--- src/hrp_pkg.sv ---
// ============================================================================
// hrp_pkg: shared types, constants and functions of the HTTP header parser
// Holds the channel payload types, the queue entry type, the parser context,
// the byte classifier and the per-byte update of the status and header
// state.
// ============================================================================
package hrp_pkg;

    // Default widths of the saturating length value and header line counter.
    localparam int LENGTH_BITS_DEF = 32;
    localparam int COUNT_BITS_DEF  = 8;

    // Depth of the queue between front and back.
    localparam int QUEUE_DEPTH = 2;

    // Characters that the parser reacts to.
    localparam logic [7:0] CH_SPACE = 8'h20;
    localparam logic [7:0] CH_TAB   = 8'h09;
    localparam logic [7:0] CH_COLON = 8'h3A;
    localparam logic [7:0] CH_CR    = 8'h0D;
    localparam logic [7:0] CH_LF    = 8'h0A;
    localparam logic [7:0] CH_ZERO  = 8'h30;
    localparam logic [7:0] CH_NINE  = 8'h39;

    // Saturation limits of the fixed-width fields.
    localparam logic [9:0]  STATUS_MAX = 10'd999;
    localparam logic [15:0] REASON_MAX = 16'hFFFF;

    // Key matching: length of the key text and the code for a failed match.
    localparam logic [3:0] KEY_LEN  = 4'd14;
    localparam logic [3:0] KEY_MISS = 4'd15;

    // Progress inside a Content-Length value.
    localparam logic [1:0] VS_KEY    = 2'd0;
    localparam logic [1:0] VS_BLANK  = 2'd1;
    localparam logic [1:0] VS_DIGITS = 2'd2;

    // Parser phases, one-hot.
    typedef enum logic [6:0] {
        PH_VERSION     = 7'b0000001,
        PH_CODE        = 7'b0000010,
        PH_CODE_TAIL   = 7'b0000100,
        PH_REASON_LEAD = 7'b0001000,
        PH_REASON      = 7'b0010000,
        PH_HEADERS     = 7'b0100000,
        PH_DONE        = 7'b1000000
    } phase_t;

    // Input beat.
    typedef struct packed {
        logic [7:0] byte_value;
        logic       message_start;
    } item_t;

    // Output beat.
    typedef struct packed {
        logic [9:0]  resp_status;
        logic [7:0]  header_count;
        logic [31:0] content_length;
        logic        length_seen;
        logic [15:0] reason_length;
    } result_t;

    // Byte with its character class flags.
    typedef struct packed {
        logic [7:0] value;
        logic       is_digit;
        logic       is_blank;
        logic       is_space;
        logic       is_colon;
        logic [3:0] digit;
    } byte_class_t;

    // Queue entry: one operation for the back end per accepted byte.
    typedef struct packed {
        logic        msg_start;
        logic        pre_cr;
        logic        line_end;
        logic        has_byte;
        byte_class_t cls;
    } op_t;

    // Parser context apart from the parameter-wide counters.
    typedef struct packed {
        phase_t      phase;
        logic [9:0]  status;
        logic [15:0] reason;
        logic        line_empty;
        logic [3:0]  key_pos;
        logic [1:0]  value_step;
        logic        length_found;
        logic        acc_digit;
        logic        start_value;
    } ctx_t;

    localparam ctx_t CTX_RESET = '{
        phase:        PH_VERSION,
        status:       10'd0,
        reason:       16'd0,
        line_empty:   1'b1,
        key_pos:      4'd0,
        value_step:   VS_KEY,
        length_found: 1'b0,
        acc_digit:    1'b0,
        start_value:  1'b0
    };

    // Character class of one byte.
    function automatic byte_class_t classify(logic [7:0] b);
        byte_class_t r;
        r.value    = b;
        r.is_digit = (b >= CH_ZERO) && (b <= CH_NINE);
        r.is_space = (b == CH_SPACE);
        r.is_blank = (b == CH_SPACE) || (b == CH_TAB);
        r.is_colon = (b == CH_COLON);
        r.digit    = b[3:0];
        return r;
    endfunction

    // Characters of the Content-Length key.
    function automatic logic [7:0] key_char(logic [3:0] pos);
        logic [7:0] c;
        case (pos)
            4'd0:    c = "C";
            4'd1:    c = "o";
            4'd2:    c = "n";
            4'd3:    c = "t";
            4'd4:    c = "e";
            4'd5:    c = "n";
            4'd6:    c = "t";
            4'd7:    c = "-";
            4'd8:    c = "L";
            4'd9:    c = "e";
            4'd10:   c = "n";
            4'd11:   c = "g";
            4'd12:   c = "t";
            4'd13:   c = "h";
            default: c = 8'h00;
        endcase
        return c;
    endfunction

    // Effect of one content byte on the parser context. The flags acc_digit
    // and start_value tell the caller how to update the length value.
    function automatic ctx_t content_step(ctx_t s, byte_class_t c);
        ctx_t        r;
        logic [13:0] code_wide;
        logic [1:0]  vs;
        r             = s;
        r.acc_digit   = 1'b0;
        r.start_value = 1'b0;
        code_wide     = 14'(s.status) * 14'd10 + 14'(c.digit);
        vs            = s.value_step;
        case (s.phase)
            PH_VERSION:
            begin
                if (c.is_space)
                begin
                    r.phase = PH_CODE;
                end
            end
            PH_CODE:
            begin
                if (c.is_space)
                begin
                    r.phase = PH_REASON_LEAD;
                end
                else if (c.is_digit)
                begin
                    r.status = (code_wide > 14'(STATUS_MAX)) ? STATUS_MAX : code_wide[9:0];
                end
                else
                begin
                    r.phase = PH_CODE_TAIL;
                end
            end
            PH_CODE_TAIL:
            begin
                if (c.is_space)
                begin
                    r.phase = PH_REASON_LEAD;
                end
            end
            PH_REASON_LEAD:
            begin
                if (!c.is_blank)
                begin
                    r.phase = PH_REASON;
                    if (s.reason != REASON_MAX)
                    begin
                        r.reason = s.reason + 16'd1;
                    end
                end
            end
            PH_REASON:
            begin
                if (s.reason != REASON_MAX)
                begin
                    r.reason = s.reason + 16'd1;
                end
            end
            PH_HEADERS:
            begin
                r.line_empty = 1'b0;
                // Blanks ahead of a length value are skipped.
                if (!(vs == VS_BLANK && c.is_blank))
                begin
                    if (vs == VS_BLANK)
                    begin
                        vs = VS_DIGITS;
                    end
                    if (vs == VS_DIGITS)
                    begin
                        r.acc_digit  = c.is_digit;
                        r.value_step = c.is_digit ? VS_DIGITS : VS_KEY;
                    end
                    else if (s.key_pos < KEY_LEN)
                    begin
                        r.key_pos = (c.value == key_char(s.key_pos)) ?
                                    s.key_pos + 4'd1 : KEY_MISS;
                    end
                    else if (s.key_pos == KEY_LEN && c.is_colon)
                    begin
                        r.length_found = 1'b1;
                        r.start_value  = 1'b1;
                        r.value_step   = VS_BLANK;
                        r.key_pos      = KEY_MISS;
                    end
                end
            end
            default:
            begin
                r = s;
                r.acc_digit   = 1'b0;
                r.start_value = 1'b0;
            end
        endcase
        return r;
    endfunction

endpackage

--- src/hrp_front.sv ---
// ============================================================================
// hrp_front: byte intake and line-ending classification
// Accepts one byte per beat, pairs CR with a following LF, classifies the
// byte and pushes one operation per beat into the queue.
// ============================================================================
module hrp_front
(
    input  logic            clk,
    input  logic            rst_n,
    input  logic            item_valid,
    output logic            item_ready,
    input  hrp_pkg::item_t  item,
    output logic            push_valid,
    input  logic            push_ready,
    output hrp_pkg::op_t    push_op
);

    logic cr_pending_reg;
    logic cr_pending_next;
    logic pending;
    logic is_cr;
    logic is_lf;
    logic accept;

    assign item_ready = push_ready;
    assign push_valid = item_valid;
    assign accept     = item_valid && push_ready;

    // A message start drops any CR held from the previous message.
    assign pending = cr_pending_reg && !item.message_start;
    assign is_cr   = (item.byte_value == hrp_pkg::CH_CR);
    assign is_lf   = (item.byte_value == hrp_pkg::CH_LF);

    // Build the operation: either a line end, or an optional held CR
    // followed by an optional content byte.
    always_comb
    begin
        push_op.msg_start = item.message_start;
        push_op.cls       = hrp_pkg::classify(item.byte_value);
        push_op.line_end  = 1'b0;
        push_op.pre_cr    = 1'b0;
        push_op.has_byte  = 1'b0;
        cr_pending_next   = 1'b0;
        if (pending && is_lf)
        begin
            push_op.line_end = 1'b1;
        end
        else
        begin
            push_op.pre_cr   = pending;
            push_op.has_byte = !is_cr;
            cr_pending_next  = is_cr;
        end
    end

    // Held CR flag.
    always_ff @(posedge clk or negedge rst_n)
    begin
        if (!rst_n)
        begin
            cr_pending_reg <= 1'b0;
        end
        else if (accept)
        begin
            cr_pending_reg <= cr_pending_next;
        end
    end

endmodule

--- src/hrp_queue.sv ---
// ============================================================================
// hrp_queue: short operation queue between front and back
// A small register FIFO that lets the intake and the parser stall apart.
// ============================================================================
module hrp_queue
(
    input  logic          clk,
    input  logic          rst_n,
    input  logic          push_valid,
    output logic          push_ready,
    input  hrp_pkg::op_t  push_op,
    output logic          pop_valid,
    input  logic          pop_ready,
    output hrp_pkg::op_t  pop_op
);

    localparam int DEPTH = hrp_pkg::QUEUE_DEPTH;
    localparam int PTR_W = (DEPTH > 1) ? $clog2(DEPTH) : 1;
    localparam int CNT_W = $clog2(DEPTH + 1);
    localparam logic [PTR_W-1:0] LAST_PTR = PTR_W'(DEPTH - 1);
    localparam logic [CNT_W-1:0] FULL_CNT = CNT_W'(DEPTH);

    hrp_pkg::op_t     entries_reg [DEPTH];
    logic [PTR_W-1:0] wr_ptr_reg;
    logic [PTR_W-1:0] rd_ptr_reg;
    logic [CNT_W-1:0] count_reg;
    logic [CNT_W-1:0] count_next;
    logic             do_push;
    logic             do_pop;

    assign push_ready = (count_reg != FULL_CNT);
    assign pop_valid  = (count_reg != '0);
    assign pop_op     = entries_reg[rd_ptr_reg];
    assign do_push    = push_valid && push_ready;
    assign do_pop     = pop_valid && pop_ready;

    // Occupancy after this cycle's push and pop.
    always_comb
    begin
        count_next = count_reg;
        if (do_push && !do_pop)
        begin
            count_next = count_reg + CNT_W'(1);
        end
        else if (do_pop && !do_push)
        begin
            count_next = count_reg - CNT_W'(1);
        end
    end

    // Pointers and count.
    always_ff @(posedge clk or negedge rst_n)
    begin
        if (!rst_n)
        begin
            wr_ptr_reg <= '0;
            rd_ptr_reg <= '0;
            count_reg  <= '0;
        end
        else
        begin
            count_reg <= count_next;
            if (do_push)
            begin
                wr_ptr_reg <= (wr_ptr_reg == LAST_PTR) ? '0 : wr_ptr_reg + PTR_W'(1);
            end
            if (do_pop)
            begin
                rd_ptr_reg <= (rd_ptr_reg == LAST_PTR) ? '0 : rd_ptr_reg + PTR_W'(1);
            end
        end
    end

    // Entry storage.
    always_ff @(posedge clk)
    begin
        if (do_push)
        begin
            entries_reg[wr_ptr_reg] <= push_op;
        end
    end

endmodule

--- src/hrp_back.sv ---
// ============================================================================
// hrp_back: parser state update and result register
// Applies one queued operation per cycle while no result stalls, to the
// status line and header state; loads the result register at the empty line.
// ============================================================================
module hrp_back
#(
    parameter int LENGTH_BITS = hrp_pkg::LENGTH_BITS_DEF,
    parameter int COUNT_BITS  = hrp_pkg::COUNT_BITS_DEF
)
(
    input  logic              clk,
    input  logic              rst_n,
    input  logic              pop_valid,
    output logic              pop_ready,
    input  hrp_pkg::op_t      pop_op,
    output logic              result_valid,
    input  logic              result_ready,
    output hrp_pkg::result_t  result
);

    localparam int PROD_W = LENGTH_BITS + 4;

    hrp_pkg::ctx_t          ctx_reg;
    hrp_pkg::ctx_t          ctx_next;
    hrp_pkg::ctx_t          ctx_base;
    hrp_pkg::ctx_t          ctx_cr;
    hrp_pkg::ctx_t          ctx_byte;
    logic [COUNT_BITS-1:0]  lines_reg;
    logic [COUNT_BITS-1:0]  lines_next;
    logic [COUNT_BITS-1:0]  lines_base;
    logic [LENGTH_BITS-1:0] length_reg;
    logic [LENGTH_BITS-1:0] length_next;
    logic [LENGTH_BITS-1:0] length_base;
    logic [PROD_W-1:0]      length_prod;
    logic [15:0]            lines_wide;
    logic [63:0]            length_wide;
    logic                   emit;
    logic                   do_pop;
    logic                   result_valid_reg;
    hrp_pkg::result_t       result_reg;
    hrp_pkg::result_t       result_next;

    assign pop_ready    = !result_valid_reg || result_ready;
    assign do_pop       = pop_valid && pop_ready;
    assign result_valid = result_valid_reg;
    assign result       = result_reg;

    // State the operation starts from: a message start clears everything.
    assign ctx_base    = pop_op.msg_start ? hrp_pkg::CTX_RESET : ctx_reg;
    assign lines_base  = pop_op.msg_start ? '0 : lines_reg;
    assign length_base = pop_op.msg_start ? '0 : length_reg;

    // A held CR counts as content ahead of the byte that follows it.
    assign ctx_cr   = pop_op.pre_cr ?
                      hrp_pkg::content_step(ctx_base, hrp_pkg::classify(hrp_pkg::CH_CR)) :
                      ctx_base;
    assign ctx_byte = pop_op.has_byte ? hrp_pkg::content_step(ctx_cr, pop_op.cls) : ctx_cr;

    // Length times ten plus the digit, with headroom to spot overflow.
    assign length_prod = (PROD_W'(length_base) << 3) + (PROD_W'(length_base) << 1)
                       + PROD_W'(pop_op.cls.digit);

    // Next parser state.
    always_comb
    begin
        ctx_next    = ctx_base;
        lines_next  = lines_base;
        length_next = length_base;
        emit        = 1'b0;
        if (ctx_base.phase == hrp_pkg::PH_DONE)
        begin
            ctx_next = ctx_base;
        end
        else if (pop_op.line_end)
        begin
            if (ctx_base.phase != hrp_pkg::PH_HEADERS)
            begin
                ctx_next.phase      = hrp_pkg::PH_HEADERS;
                ctx_next.line_empty = 1'b1;
                ctx_next.key_pos    = 4'd0;
                ctx_next.value_step = hrp_pkg::VS_KEY;
            end
            else if (ctx_base.line_empty)
            begin
                ctx_next.phase = hrp_pkg::PH_DONE;
                emit           = 1'b1;
            end
            else
            begin
                if (lines_base != '1)
                begin
                    lines_next = lines_base + COUNT_BITS'(1);
                end
                ctx_next.line_empty = 1'b1;
                ctx_next.key_pos    = 4'd0;
                ctx_next.value_step = hrp_pkg::VS_KEY;
            end
        end
        else
        begin
            ctx_next             = ctx_byte;
            ctx_next.acc_digit   = 1'b0;
            ctx_next.start_value = 1'b0;
            if (ctx_byte.start_value)
            begin
                length_next = '0;
            end
            else if (ctx_byte.acc_digit)
            begin
                length_next = (|length_prod[PROD_W-1:LENGTH_BITS]) ?
                              '1 : length_prod[LENGTH_BITS-1:0];
            end
        end
    end

    // Result fields, narrowed or widened to the output widths.
    assign lines_wide  = 16'(lines_base);
    assign length_wide = 64'(length_base);

    always_comb
    begin
        result_next.resp_status    = ctx_base.status;
        result_next.header_count   = lines_wide[7:0];
        result_next.content_length = length_wide[31:0];
        result_next.length_seen    = ctx_base.length_found;
        result_next.reason_length  = ctx_base.reason;
    end

    // Parser state registers.
    always_ff @(posedge clk or negedge rst_n)
    begin
        if (!rst_n)
        begin
            ctx_reg    <= hrp_pkg::CTX_RESET;
            lines_reg  <= '0;
            length_reg <= '0;
        end
        else if (do_pop)
        begin
            ctx_reg    <= ctx_next;
            lines_reg  <= lines_next;
            length_reg <= length_next;
        end
    end

    // Result valid flag.
    always_ff @(posedge clk or negedge rst_n)
    begin
        if (!rst_n)
        begin
            result_valid_reg <= 1'b0;
        end
        else if (do_pop && emit)
        begin
            result_valid_reg <= 1'b1;
        end
        else if (result_ready)
        begin
            result_valid_reg <= 1'b0;
        end
    end

    // Result payload.
    always_ff @(posedge clk)
    begin
        if (do_pop && emit)
        begin
            result_reg <= result_next;
        end
    end

endmodule

--- src/http_response_header_parser.sv ---
// ============================================================================
// http_response_header_parser: HTTP/1.1 response header parser
// Reads a response one byte per beat and reports the status code, header
// line count, Content-Length value and reason length at the empty line.
// ============================================================================
// Usage:
// The item channel takes one byte of the response per beat. Set
// message_start on the first byte of each response; it clears all parser
// state before that byte is used. The result channel carries one beat per
// response, produced by the empty line that closes the header. Bytes after
// that are ignored until the next message start.
// Throughput is one byte per cycle, set by the state update in the back
// end, while the result receiver does not stall. The operation of the
// final LF waits in the front-to-back queue and is then loaded into the
// result register, which raises result_valid.
// After reset the parser waits for the status line of a new response and
// the channels hold no beats. When the receiver stalls, the result stays in
// its register; the two-entry queue keeps taking bytes until it fills, and
// only then does item_ready drop.
module http_response_header_parser
#(
    parameter int LENGTH_BITS = hrp_pkg::LENGTH_BITS_DEF,
    parameter int COUNT_BITS  = hrp_pkg::COUNT_BITS_DEF
)
(
    input  logic              clk,
    input  logic              rst_n,
    input  logic              item_valid,
    output logic              item_ready,
    input  hrp_pkg::item_t    item,
    output logic              result_valid,
    input  logic              result_ready,
    output hrp_pkg::result_t  result
);

    logic         push_valid;
    logic         push_ready;
    hrp_pkg::op_t push_op;
    logic         pop_valid;
    logic         pop_ready;
    hrp_pkg::op_t pop_op;

    // Byte intake and CR/LF pairing.
    hrp_front u_front
    (
        .clk        (clk),
        .rst_n      (rst_n),
        .item_valid (item_valid),
        .item_ready (item_ready),
        .item       (item),
        .push_valid (push_valid),
        .push_ready (push_ready),
        .push_op    (push_op)
    );

    // Operation queue.
    hrp_queue u_queue
    (
        .clk        (clk),
        .rst_n      (rst_n),
        .push_valid (push_valid),
        .push_ready (push_ready),
        .push_op    (push_op),
        .pop_valid  (pop_valid),
        .pop_ready  (pop_ready),
        .pop_op     (pop_op)
    );

    // Parser state and result register.
    hrp_back
    #(
        .LENGTH_BITS (LENGTH_BITS),
        .COUNT_BITS  (COUNT_BITS)
    )
    u_back
    (
        .clk          (clk),
        .rst_n        (rst_n),
        .pop_valid    (pop_valid),
        .pop_ready    (pop_ready),
        .pop_op       (pop_op),
        .result_valid (result_valid),
        .result_ready (result_ready),
        .result       (result)
    );

endmodule

--- config.mk ---
export PLATFORM = sky130hd
export DESIGN_NAME = http_response_header_parser
export DESIGN_NICKNAME = d
export VERILOG_FILES = /design/src/hrp_pkg.sv /design/src/hrp_front.sv /design/src/hrp_queue.sv /design/src/hrp_back.sv /design/src/http_response_header_parser.sv
export SDC_FILE = /design/constraint.sdc
export NUM_CORES = 1
export LEC_CHECK = 0
export ABC_AREA = 0
export BUFFER_PORTS_ARGS = -buffer_cell sky130_fd_sc_hd__buf_2
export CORE_ASPECT_RATIO = 2
export CORE_UTILIZATION = 35
export CTS_BUF_LIST = sky130_fd_sc_hd__clkbuf_4
export CTS_CLUSTER_DIAMETER = 200
export DETAILED_ROUTE_END_ITERATION = 8
export SYNTH_ARGS = -nofsm -noshare
export SYNTH_HDL_FRONTEND = slang
export SYNTH_HIERARCHICAL = 1
export SYNTH_SLANG_ARGS = --single-unit
--- constraint.sdc ---
create_clock -name clk -period 15.6 [get_ports clk]
set_input_delay 1.56 -clock clk [delete_from_list [all_inputs] [get_ports clk]]
set_output_delay 1.56 -clock clk [all_outputs]
set_load 0.05 [all_outputs]
**Word-level counts from Yosys, hierarchy flattened**

Memories as Yosys holds them, arrays and structs flattened.
Cells that the tools add are included.

- Add/subtract/negate cells: 12
- Multipliers: 1
- $lt $le $gt $ge: 5
- Equal/unequal tests: 28
- Multiplexer cells: 87
- Reductions and logical operators: 22

Operators by type and width:

| cell | count |
|---|---|
| 32-bit 2-to-1 mux | 6 |
| 43-bit 2-to-1 mux | 4 |
| 8-bit 2-to-1 mux | 13 |
| 7-bit 2-to-1 mux | 12 |
| 16-bit 2-to-1 mux | 4 |
| 10-bit 2-to-1 mux | 5 |
| 35-bit by 33-bit adder with 36-bit output | 1 |
| 36-bit by 4-bit adder with 36-bit output | 1 |
| 16-bit by 1-bit adder with 16-bit output, second input constant | 2 |
| 16-bit != test, second input constant | 2 |
| 16-bit case mux with 2 select lines | 1 |
| 7-bit case mux with 4 select lines | 1 |
| 26-bit 2-to-1 mux | 1 |
| 8-bit by 4-bit equality test with 1-bit output, second input constant | 3 |
| 4-bit 2-to-1 mux | 6 |
| 2-bit 2-to-1 mux | 10 |
| 1-bit 2-to-1 mux | 19 |
| 8-bit by 6-bit equality test with 1-bit output, second input constant | 2 |
| 14-bit by 4-bit adder with 14-bit output | 1 |
| 7-bit by 2-bit equality test with 1-bit output, second input constant | 2 |
| 7-bit by 4-bit equality test with 1-bit output, second input constant | 2 |
| 7-bit by 5-bit equality test with 1-bit output, second input constant | 2 |
| 7-bit by 6-bit equality test with 1-bit output, second input constant | 2 |
| 14-bit by 10-bit greater-than comparator with 1-bit output, second input constant | 1 |
| other kinds (30) | 52 |

- Register bits: 156
- Bits in writable memories: 40
- ROM bits: 224
- Bits of input ports: 13
- Output and inout bits: 69
- Word-level logic and storage cells: 179
- Memories kept: 3

Memory list:

| memory | words | width | rd ports | clocked after memory_dff | write ports | RTL line | source |
|---|---|---|---|---|---|---|---|
| (no name shown) | 16 | 7 | 1 | 0 | 0 | hrp_pkg.sv:123 | `case (pos)` |
| (no name shown) | 16 | 7 | 1 | 0 | 0 | hrp_pkg.sv:123 |  |
| u_queue.entries_reg | 2 | 20 | 1 | 0 | 1 | hrp_queue.sv:23 | `hrp_pkg::op_t entries_reg [DEPTH];` |

**Depth between registers and ports, before layout**

Gate-level depths: netlist of the first run.
An unclocked memory read counts as a cell.

- Word-level depth: 33
- Mapped depth: 27

**Hierarchy**

Netlist of the first run, hierarchy kept.

By module, submodules not included:

| module | instances | cells each | area each (µm²) | sequential area each (µm²) |
|---|---|---|---|---|
| hrp_back | 1 | 1267 | 11307.1 | 4116.4 |
| hrp_queue | 1 | 80 | 1665.3 | 1301.2 |
| hrp_front | 1 | 43 | 296.5 | 25.0 |

**Worst setup path before layout of the first run**

No wires, ideal clock.

- Path kind: in2reg
- Start point: input port result_ready
- End point: register u_back.result_reg, in the netlist u_back/result[0], enable pin
- Setup time: 0.492 ns
- Data arrival time: 5.231 ns
- Required time: 15.108 ns
- Path slack: 9.877 ns
- Stages on the path: 6
- Path buffers: 2
- Cell sequence: nand2b_1 and2_1 clkbuf_1 clkbuf_1 nand2b_1 nor2_1

- Cells in the longest elaborated chain, start to end: 3

Ends and longest elaborated chain:

| what | RTL line | source |
|---|---|---|
| start, declared | http_response_header_parser.sv:32 | `input logic result_ready,` |
| 1-bit logical OR | hrp_back.sv:44 | `assign pop_ready = !result_valid_reg \|\| result_ready;` |
| 1-bit logical AND | hrp_back.sv:45 | `assign do_pop = pop_valid && pop_ready;` |
| 1-bit logical AND | hrp_back.sv:167 | `if (do_pop && emit)` |
| end signal, assigned | hrp_back.sv:169 | `result_reg <= result_next;` |
| end, declared | hrp_back.sv:41 | `hrp_pkg::result_t result_reg;` |

No other way between the ends.
A chain may end at the register's enable or synchronous reset.

==> impl_metrics.yaml, run 1 <==
place:
  place_congestion: 0.943
  placed_cell_area_um2: 14000
  place_inst: 1866
  port_buffers: 81
  place_ws_ps: 9690
  post-dp-hpwl_mm: 30.2
timing:
  fin_tns_setup_ps: 0
  post-route-period-util: 0.374
  layout_setup_ws_ps: 9760
  fin_skew_ps: 23.6
  drv_slew: 0
  tightest_slew_ps: 1150
  setup_viol: 0
  finalHoldViolations: 0
  max_freq_mhz: 171
  rsz0062_at_grt: "false"
  relSlewSlack: 0.231
  finalCriticalPeriod_ps: 5840
  hold_ws_ps: 493
power:
  p_int_uw: 855
  p_per_area_nw_per_um2: 111
  power_leakage_uw: 0.00601
  seqPwrFrac: 0.408
  power_frac_clock: 0.184
  p_comb_frac: 0.408
  ir_worst_vdd_v: 0.0000715
  switching_share: 0.460
  power_switching_uw: 729
routing:
  via_count: 11000
  post_drt_wl_per_cell_um: 21.0
  drt-vias-per-instance: 5.79
  drtIter0Drc: 635
  drc: 0
  dr.pass1.iters: 5
  detail-route-antenna-nets: 0
  routed_wirelength_mm: 39.8
floorplan:
  die_x_um: 140
  io_pins: 82
  die_h_um: 277
  placeableCoreArea_um2: 37300
  rows: 100
  initial_core_util: 0.356
  die-area_um2: 38700
finish:
  nNetsFinal: 1526
  largest_reg_flops: 67
  stdcell_area_um2: 14300
  n_fill_cell: 3773
  layoutNonFillerInstCount: 1901
  drive_above_1_share: 0.136
  area_growth_pct: 7.83
cts:
  tritoncts: "built"
  cts_root_buf: "clkbuf_4"
  clkTransAtPathRegs_ps: 180
  htree_levels: 4
  ctsResizeCount: 0
  clkLatencyLatePin_ps: 660
  cts_buffers: 17
  hold_buffers: 0
  clock_path_buffers: 2
  cts.sinks: 196
  post-cts-setup-buffers: 0
synthesis:
  synth-async-reset-ratio: 0.454
  ys_warn_count: 6
  yosys.cell_count.top_type: "nand2_1"
  synth_top_area_frac: 0.242
  synth.avg_cell_area_um2: 9.55
  synth.area.top_cells: "edfxtp_1 (24%), dfrtp_1 (16%), ha_1 (7.9%)"
  ys_top_cells_by_count: "nand2_1 (146), a21oi_1 (115), edfxtp_1 (107)"
  yosys_most_used_dff: "edfxtp_1"
  synth-edff-count: 107
  netlist_instances: 1390
  yosysTopAreaCell: "edfxtp_1"
  ys_seq_area_frac: 0.410
  synth.net_count: 1490
  synth_cell_types: 100
  yosys_register_bits: 196
  synth_area_um2: 13300
setup_path:
  cp.required_ps: 16090
  worstPathMaxFanout: 63
  critPathCaptureType: "flop"
  r2r_start: "u_queue/rd_ptr_reg"
  r2r_slack_ps: 9760
  reg2reg_to: "u_back/length_reg[11]"
  worst_ep_arrival_time_ps: 6330
  worstSetupStartpointType: "flop"
  criticalPathCategory: "reg -> reg"
  reg2reg_depth: 17
global_routing:
  grt_usage: 0.210
  grt_start_max_net_pins: 75
  antenna_found_initial: 1
  grt_first_pass_wirelength_mm: 61.7
  grt_pass1_vias: 11300
  grt_overflow: 0
run_status:
  status: "finished clean"
hold_path:
  hold_class: "reg -> reg"
  whs_path_depth: 2
  whs_endpoint: "u_back/length_reg[6]"
  hp-start: "u_back/length_reg[6]"
job:
  maxCapViolations: 0
-- power by group through the flow --
stage	Clock [µW]	Sequential (µW)	Combinational [µW]
2_1_floorplan	0	686	411
3_3_place_gp	0	656	638
3_5_place_dp	0	658	648
4_1_cts	304	648	650
5_1_grt	318	654	695
6_report	291	647	646
-- through the flow --
| step | util | total power (µW) |
|---|---|---|
| finish | 0.384 | 1580 |
| detailed placement | 0.375 | 1310 |
| CTS | 0.384 | 1600 |
| global route | 0.384 | 1670 |
| floorplan | - | 1100 |
| global placement | 0.375 | 1290 |
-- worst max path at each step --
stage	startpoint	end	cells after the start
after CTS	u_queue/rd_ptr_reg	u_back/length_reg[11]	17
after global placement	u_queue/rd_ptr_reg	u_back/length_reg[24]	17
after floorplan	result_ready	u_back/result[0]	6
final	u_queue/rd_ptr_reg	u_back/length_reg[11]	17
after detailed placement	u_queue/rd_ptr_reg	u_back/length_reg[11]	17
after global routing	u_queue/rd_ptr_reg	u_back/length_reg[24]	17
-- cells in the final DEF, fill, tap and decap left out, types with 9 or more instances in the layout --
master / n
nand2b_1: 14
a21o_1: 15
o221ai_1: 9
xnor2_1: 43
mux2_2: 21
nand2_1: 146
and2_1: 19
dfrtp_1: 87
clkbuf_4: 17
nand4_1: 12
buf_2: 80
a22oi_1: 10
inv_1: 32
o21ai_0: 68
ha_1: 84
nor3_1: 17
o211ai_1: 12
nand3_1: 32
a31oi_1: 19
buf_4: 16
nor2b_1: 82
and3_1: 17
a21oi_1: 115
mux2i_1: 9
or3_1: 9
xor2_1: 28
nor2_1: 94
o31ai_1: 12
a211oi_1: 29
edfxtp_1: 107
o21a_1: 9
-- metal layers --
layer,track usage,share of wire,wire [µm],vias to the layer above
met1,0.188,0.33,13200,5383
li1,-,-,-,5189
met4,0.145,0.066,2630,0
met3,0.0266,0.029,1170,127
met5,0,0,0,-
met2,0.422,0.57,22800,305
-- area by class of cell --
class                      instances  area (µm²)  area share
tap                              459         574      0.0401
multi-input combinational       1083        7330       0.512
timing repair buffer              96         520      0.0364
antenna                            3        7.51    0.000525
sequential                       196        5440       0.380
clock buffer                      17         128     0.00892
clock inverter                    15         185      0.0129
inverter                          32         120     0.00840
-- worst max-delay path: stages (launching register included) --
cell and delay, ps:
dfrtp_1 430, mux2_4 310, buf_4 620, buf_4 510
nor2b_1 160, ha_1 320, ha_1 410, and3_1 280
a221oi_1 230, o21ai_0 140, a221oi_1 320, nand2_1 170
o21ai_0 170, o2111a_1 200, o2111ai_1 110, buf_4 240
nor2_2 770, a311oi_1 220
-- cells by family after synthesis --
logic type,synth area share
DFF,0.410
AOI/OAI and AO/OA,0.194
xor gates and xnor gates,0.0469
buffers and inverters,0.0388
and+or+nand+nor,0.199
adders and majority gates,0.0852
muxes,0.0255
No activity file was read; power rests on OpenSTA's default activity.
==> inputs of run 2 (changes only) <==
clock period = 5.9 ns   (was 15.6 ns; I/O delays follow)
==> impl_metrics.yaml, run 2 (same netlist as run 1, synthesis figures left out) <==
run_status:
  status: "finished clean"
timing:
  max_freq_mhz: 182
  tightest_slew_ps: 1030
  drv_slew: 0
  finalHoldViolations: 0
  hold_ws_ps: 155
  fin_skew_ps: 34.7
  post-route-period-util: 0.934
  fin_tns_setup_ps: 0
  setup_viol: 0
  relSlewSlack: 0.316
  finalCriticalPeriod_ps: 5510
  rsz0062_at_grt: "false"
cts:
  tritoncts: "built"
  cts.sinks: 196
  hold_buffers: 1
  post-cts-setup-buffers: 0
  clock_path_buffers: 2
  cts_root_buf: "clkbuf_4"
  clkTransAtPathRegs_ps: 200
  cts_buffers: 17
  clkLatencyLatePin_ps: 650
  ctsResizeCount: 0
  htree_levels: 4
setup_path:
  critPathCaptureType: "flop"
  r2r_slack_ps: 390
  worstPathMaxFanout: 41
  worst_ep_arrival_time_ps: 6100
  cp.required_ps: 6490
  critPathLaunch: "u_queue/rd_ptr_reg"
  r2r_start: "u_queue/rd_ptr_reg"
  worstSetupStartpointType: "flop"
  criticalPathCategory: "reg -> reg"
finish:
  largest_reg_flops: 67
  final_cell_mix: "nand2_1 (145), a21oi_1 (115), edfxtp_1 (107)"
  nNetsFinal: 1535
  layout_commonest_cell: "nand2_1"
  n_fill_cell: 3736
  multiInputGateArea_um2: 7330
  drive_above_1_share: 0.142
  final-seq-area_um2: 5440
  area_growth_pct: 8.55
global_routing:
  grt_overflow: 0
  grt_first_pass_wirelength_mm: 62.5
  grt_pass1_vias: 11500
  grt_start_max_net_pins: 51
  antenna_found_initial: 1
  grt_usage: 0.212
floorplan:
  rows: 100
  die_h_um: 277
  io_pins: 82
  die-area_um2: 38700
  placeableCoreArea_um2: 37300
  initial_core_util: 0.356
  die_x_um: 140
routing:
  drt-vias-per-instance: 5.76
  drc: 0
  via_count: 11000
  post_drt_wl_per_cell_um: 21.0
  drtIter0Drc: 620
  routed_wirelength_mm: 40.1
  detail-route-antenna-nets: 0
  dr.pass1.iters: 7
job:
  maxCapViolations: 0
power:
  finalPower_uw: 4250
  power_leakage_uw: 0.00607
  p_per_area_nw_per_um2: 295
  ir_worst_vdd_v: 0.000148
place:
  port_buffers: 81
  place_congestion: 0.908
  post-dp-hpwl_mm: 30.6
hold_path:
  hp-start: "item[8]"
  hold_class: "in -> reg"
## run 2: cell types whose count changed in the layout (fill, tap and decap cells not counted), sizes merged
cell         before  now
clkinvlp          1    0
inv              39   40
diode             3    2
buf              96  104
dlygate4sd3       0    1
## run 2: critical path, stage by stage, from the launching register on
cell and delay (ps):
dfrtp_1 430, mux2_4 530, nor2b_1 520, ha_1 400
nand4_1 290, nor4_2 350, nand3_1 340, nand2_1 300
nand2_1 80, nand2_1 140, ha_1 260, nor2b_1 160
nand4_1 110, a22oi_1 230, and4b_1 530, a21oi_1 280
a311oi_1 360, a31o_1 150
## run 2: worst paths after layout
path                                              end  cells past startpoint
max reg2reg                        u_back/ctx_reg[25]                     17
max in group asynchronous        u_back/length_reg[4]                      3
min in group asynchronous          u_back/ctx_reg[19]                      2
max                                u_back/ctx_reg[25]                     17
min reg2reg                      u_back/length_reg[1]                      2
min                        u_queue/entries_reg[1][15]                      1
## run 2: area by class of cell
cell class,instances,share of cell area
inverter,32,0.00834
antenna,2,0.000347
clock inverter,15,0.0136
tap,459,0.0399
clock buffer,17,0.00886
sequential,196,0.378
multi-input combinational,1083,0.509
timing repair buffer,105,0.0419
## run 2: report_power, final
| group | total [µW] | leakage (µW) | internal [µW] | switching, µW |
|---|---|---|---|---|
| clock | 782 | 0.000169 | 209 | 574 |
| combinational | 1760 | 0.00364 | 470 | 1290 |
| sequential | 1710 | 0.00226 | 1610 | 103 |
| total | 4250 | 0.00607 | 2290 | 1970 |
## run 2: layer usage
metal / wire length, µm / vias to the layer above / track usage / share of wire
met5: 0 / - / 0 / 0
met4: 2600 / 0 / 0.145 / 0.065
met3: 980 / 121 / 0.0207 / 0.024
met2: 23000 / 288 / 0.428 / 0.57
met1: 13600 / 5378 / 0.192 / 0.34
li1: - / 5203 / - / -
## run 2: stage by stage
step           instances  instance area (µm²)   util  setup slack, ps
6_report            1909                14400  0.386              392
5_1_grt             1909                14400  0.386             11.4
4_1_cts             1907                14400  0.386              509
3_5_place_dp        1874                14100  0.377              558
3_3_place_gp        1874                14100  0.377              703
2_1_floorplan       1390                13300      -              221
==> inputs of run 3 (changes only) <==
RECOVER_POWER = 100   (was not set)
==> impl_metrics.yaml, run 3 (same netlist as run 1, synthesis figures left out) <==
timing:
  fin_skew_ps: 34.4
  finalCriticalPeriod_ps: 5470
  drv_slew: 65
  max_freq_mhz: 183
  post-route-period-util: 0.928
  fin_tns_setup_ps: 0
  relSlewSlack: -0.774
  tightest_slew_ps: 2660
  setup_viol: 0
  finalHoldViolations: 0
  rsz0062_at_grt: "false"
  layout_setup_ws_ps: 427
cts:
  cts_root_buf: "clkbuf_4"
  post-cts-setup-buffers: 0
  htree_levels: 4
  clkLatencyLatePin_ps: 660
  cts.sinks: 196
  tritoncts: "built"
  ctsResizeCount: 0
  clkTransAtPathRegs_ps: 200
  clock_path_buffers: 2
  hold_buffers: 1
  cts_buffers: 17
setup_path:
  cp-endpoint: "u_back/ctx_reg[19]"
  worstPathMaxFanout: 41
  worstSetupStartpointType: "flop"
  cp.required_ps: 6460
  reg2reg_depth: 18
  reg2reg_to: "u_back/ctx_reg[19]"
  critPathCaptureType: "flop"
  r2r_start: "u_queue/rd_ptr_reg"
  worst_ep_arrival_time_ps: 6040
  r2r_slack_ps: 430
  criticalPathCategory: "reg -> reg"
  critPathLaunch: "u_queue/rd_ptr_reg"
finish:
  area_growth_pct: 6.89
  layout_commonest_cell: "nand2_1"
  utilization: 0.380
  drive_above_1_share: 0.0711
  final-seq-area_um2: 5440
  largest_reg_flops: 67
  multiInputGateArea_um2: 7270
  n_fill_cell: 3789
  nNetsFinal: 1535
  final_cell_mix: "nand2_1 (145), a21oi_1 (117), edfxtp_1 (107)"
routing:
  via_count: 11000
  dr.pass1.iters: 6
  post_drt_wl_per_cell_um: 21.2
  drtIter0Drc: 564
  drt-vias-per-instance: 5.75
  drc: 0
  detail-route-antenna-nets: 0
  routed_wirelength_mm: 40.4
floorplan:
  die_x_um: 140
  initial_core_util: 0.356
  rows: 100
  io_pins: 82
  die_h_um: 277
  die-area_um2: 38700
  placeableCoreArea_um2: 37300
power:
  power_leakage_uw: 0.00576
  p_per_area_nw_per_um2: 295
  ir_worst_vdd_v: 0.000147
  finalPower_uw: 4190
run_status:
  status: "finished, violations left"
  violations: "max-capacitance violations, max-slew violations"
global_routing:
  grt_start_max_net_pins: 51
  grt_first_pass_wirelength_mm: 62.5
  antenna_found_initial: 1
  grt_overflow: 0
  grt_pass1_vias: 11500
  grt_usage: 0.212
place:
  port_buffers: 81
  place_ws_ps: 558
  post-dp-hpwl_mm: 30.6
  place_congestion: 0.908
job:
  maxCapViolations: 2
hold_path:
  hold_class: "in -> reg"
==> run 3: final cells by class <==
| cell class | count | share of cell area |
|---|---|---|
| multi-input combinational | 1083 | 0.512 |
| sequential | 196 | 0.384 |
| tap | 459 | 0.0405 |
| timing repair buffer | 105 | 0.0318 |
| clock inverter | 15 | 0.0138 |
| clock buffer | 17 | 0.00900 |
| inverter | 32 | 0.00847 |
| antenna | 2 | 0.000353 |
==> run 3: how the worst min path moves through the flow <==
stage | from | to | slack [ps] | depth (start not counted)
2_1_floorplan | rst_n | u_back/ctx_reg[0] | 290 | 0
3_3_place_gp | u_back/length_reg[1] | u_back/length_reg[1] | 460 | 2
3_5_place_dp | u_back/length_reg[1] | u_back/length_reg[1] | 460 | 2
4_1_cts | item[8] | u_queue/entries_reg[1][15] | 100 | 1
5_1_grt | item[7] | u_queue/entries_reg[1][14] | 160 | 1
6_report | item[7] | u_queue/entries_reg[1][14] | 210 | 1
==> run 3: critical path: stages (launching register included) <==
cell	delay (ps)
dfrtp_1	430
mux2_4	530
nor2b_1	520
ha_1	400
nand4_1	290
nor4_2	350
nand3_1	340
nand2_1	300
nand2_1	80
nand2_1	140
ha_1	240
nor2b_1	160
nand4_1	110
a22oi_1	230
and4b_1	520
a211oi_1	130
o21ai_0	330
mux2i_1	230
o21ai_1	70
==> run 3: power by group <==
part	switching [µW]	total (µW)	internal, µW	leakage (µW)
sequential	98.4	1710	1610	0.00226
combinational	1280	1700	414	0.00333
clock	572	780	209	0.000169
==> run 3: metrics by stage <==
step	area, µm²	hold slack (ps)	std cells
3_3_place_gp	14100	456	1874
4_1_cts	14400	100	1907
2_1_floorplan	13300	294	1390
5_1_grt	14200	164	1909
6_report	14200	207	1909
3_5_place_dp	14100	455	1874
==> run 3: per-layer routing <==
metal	track usage	vias up	wire length, µm
met3	0.0207	120	896
met4	0.145	0	2610
met5	0	-	0
met2	0.428	284	23100
met1	0.192	5356	13700
li1	-	5211	-
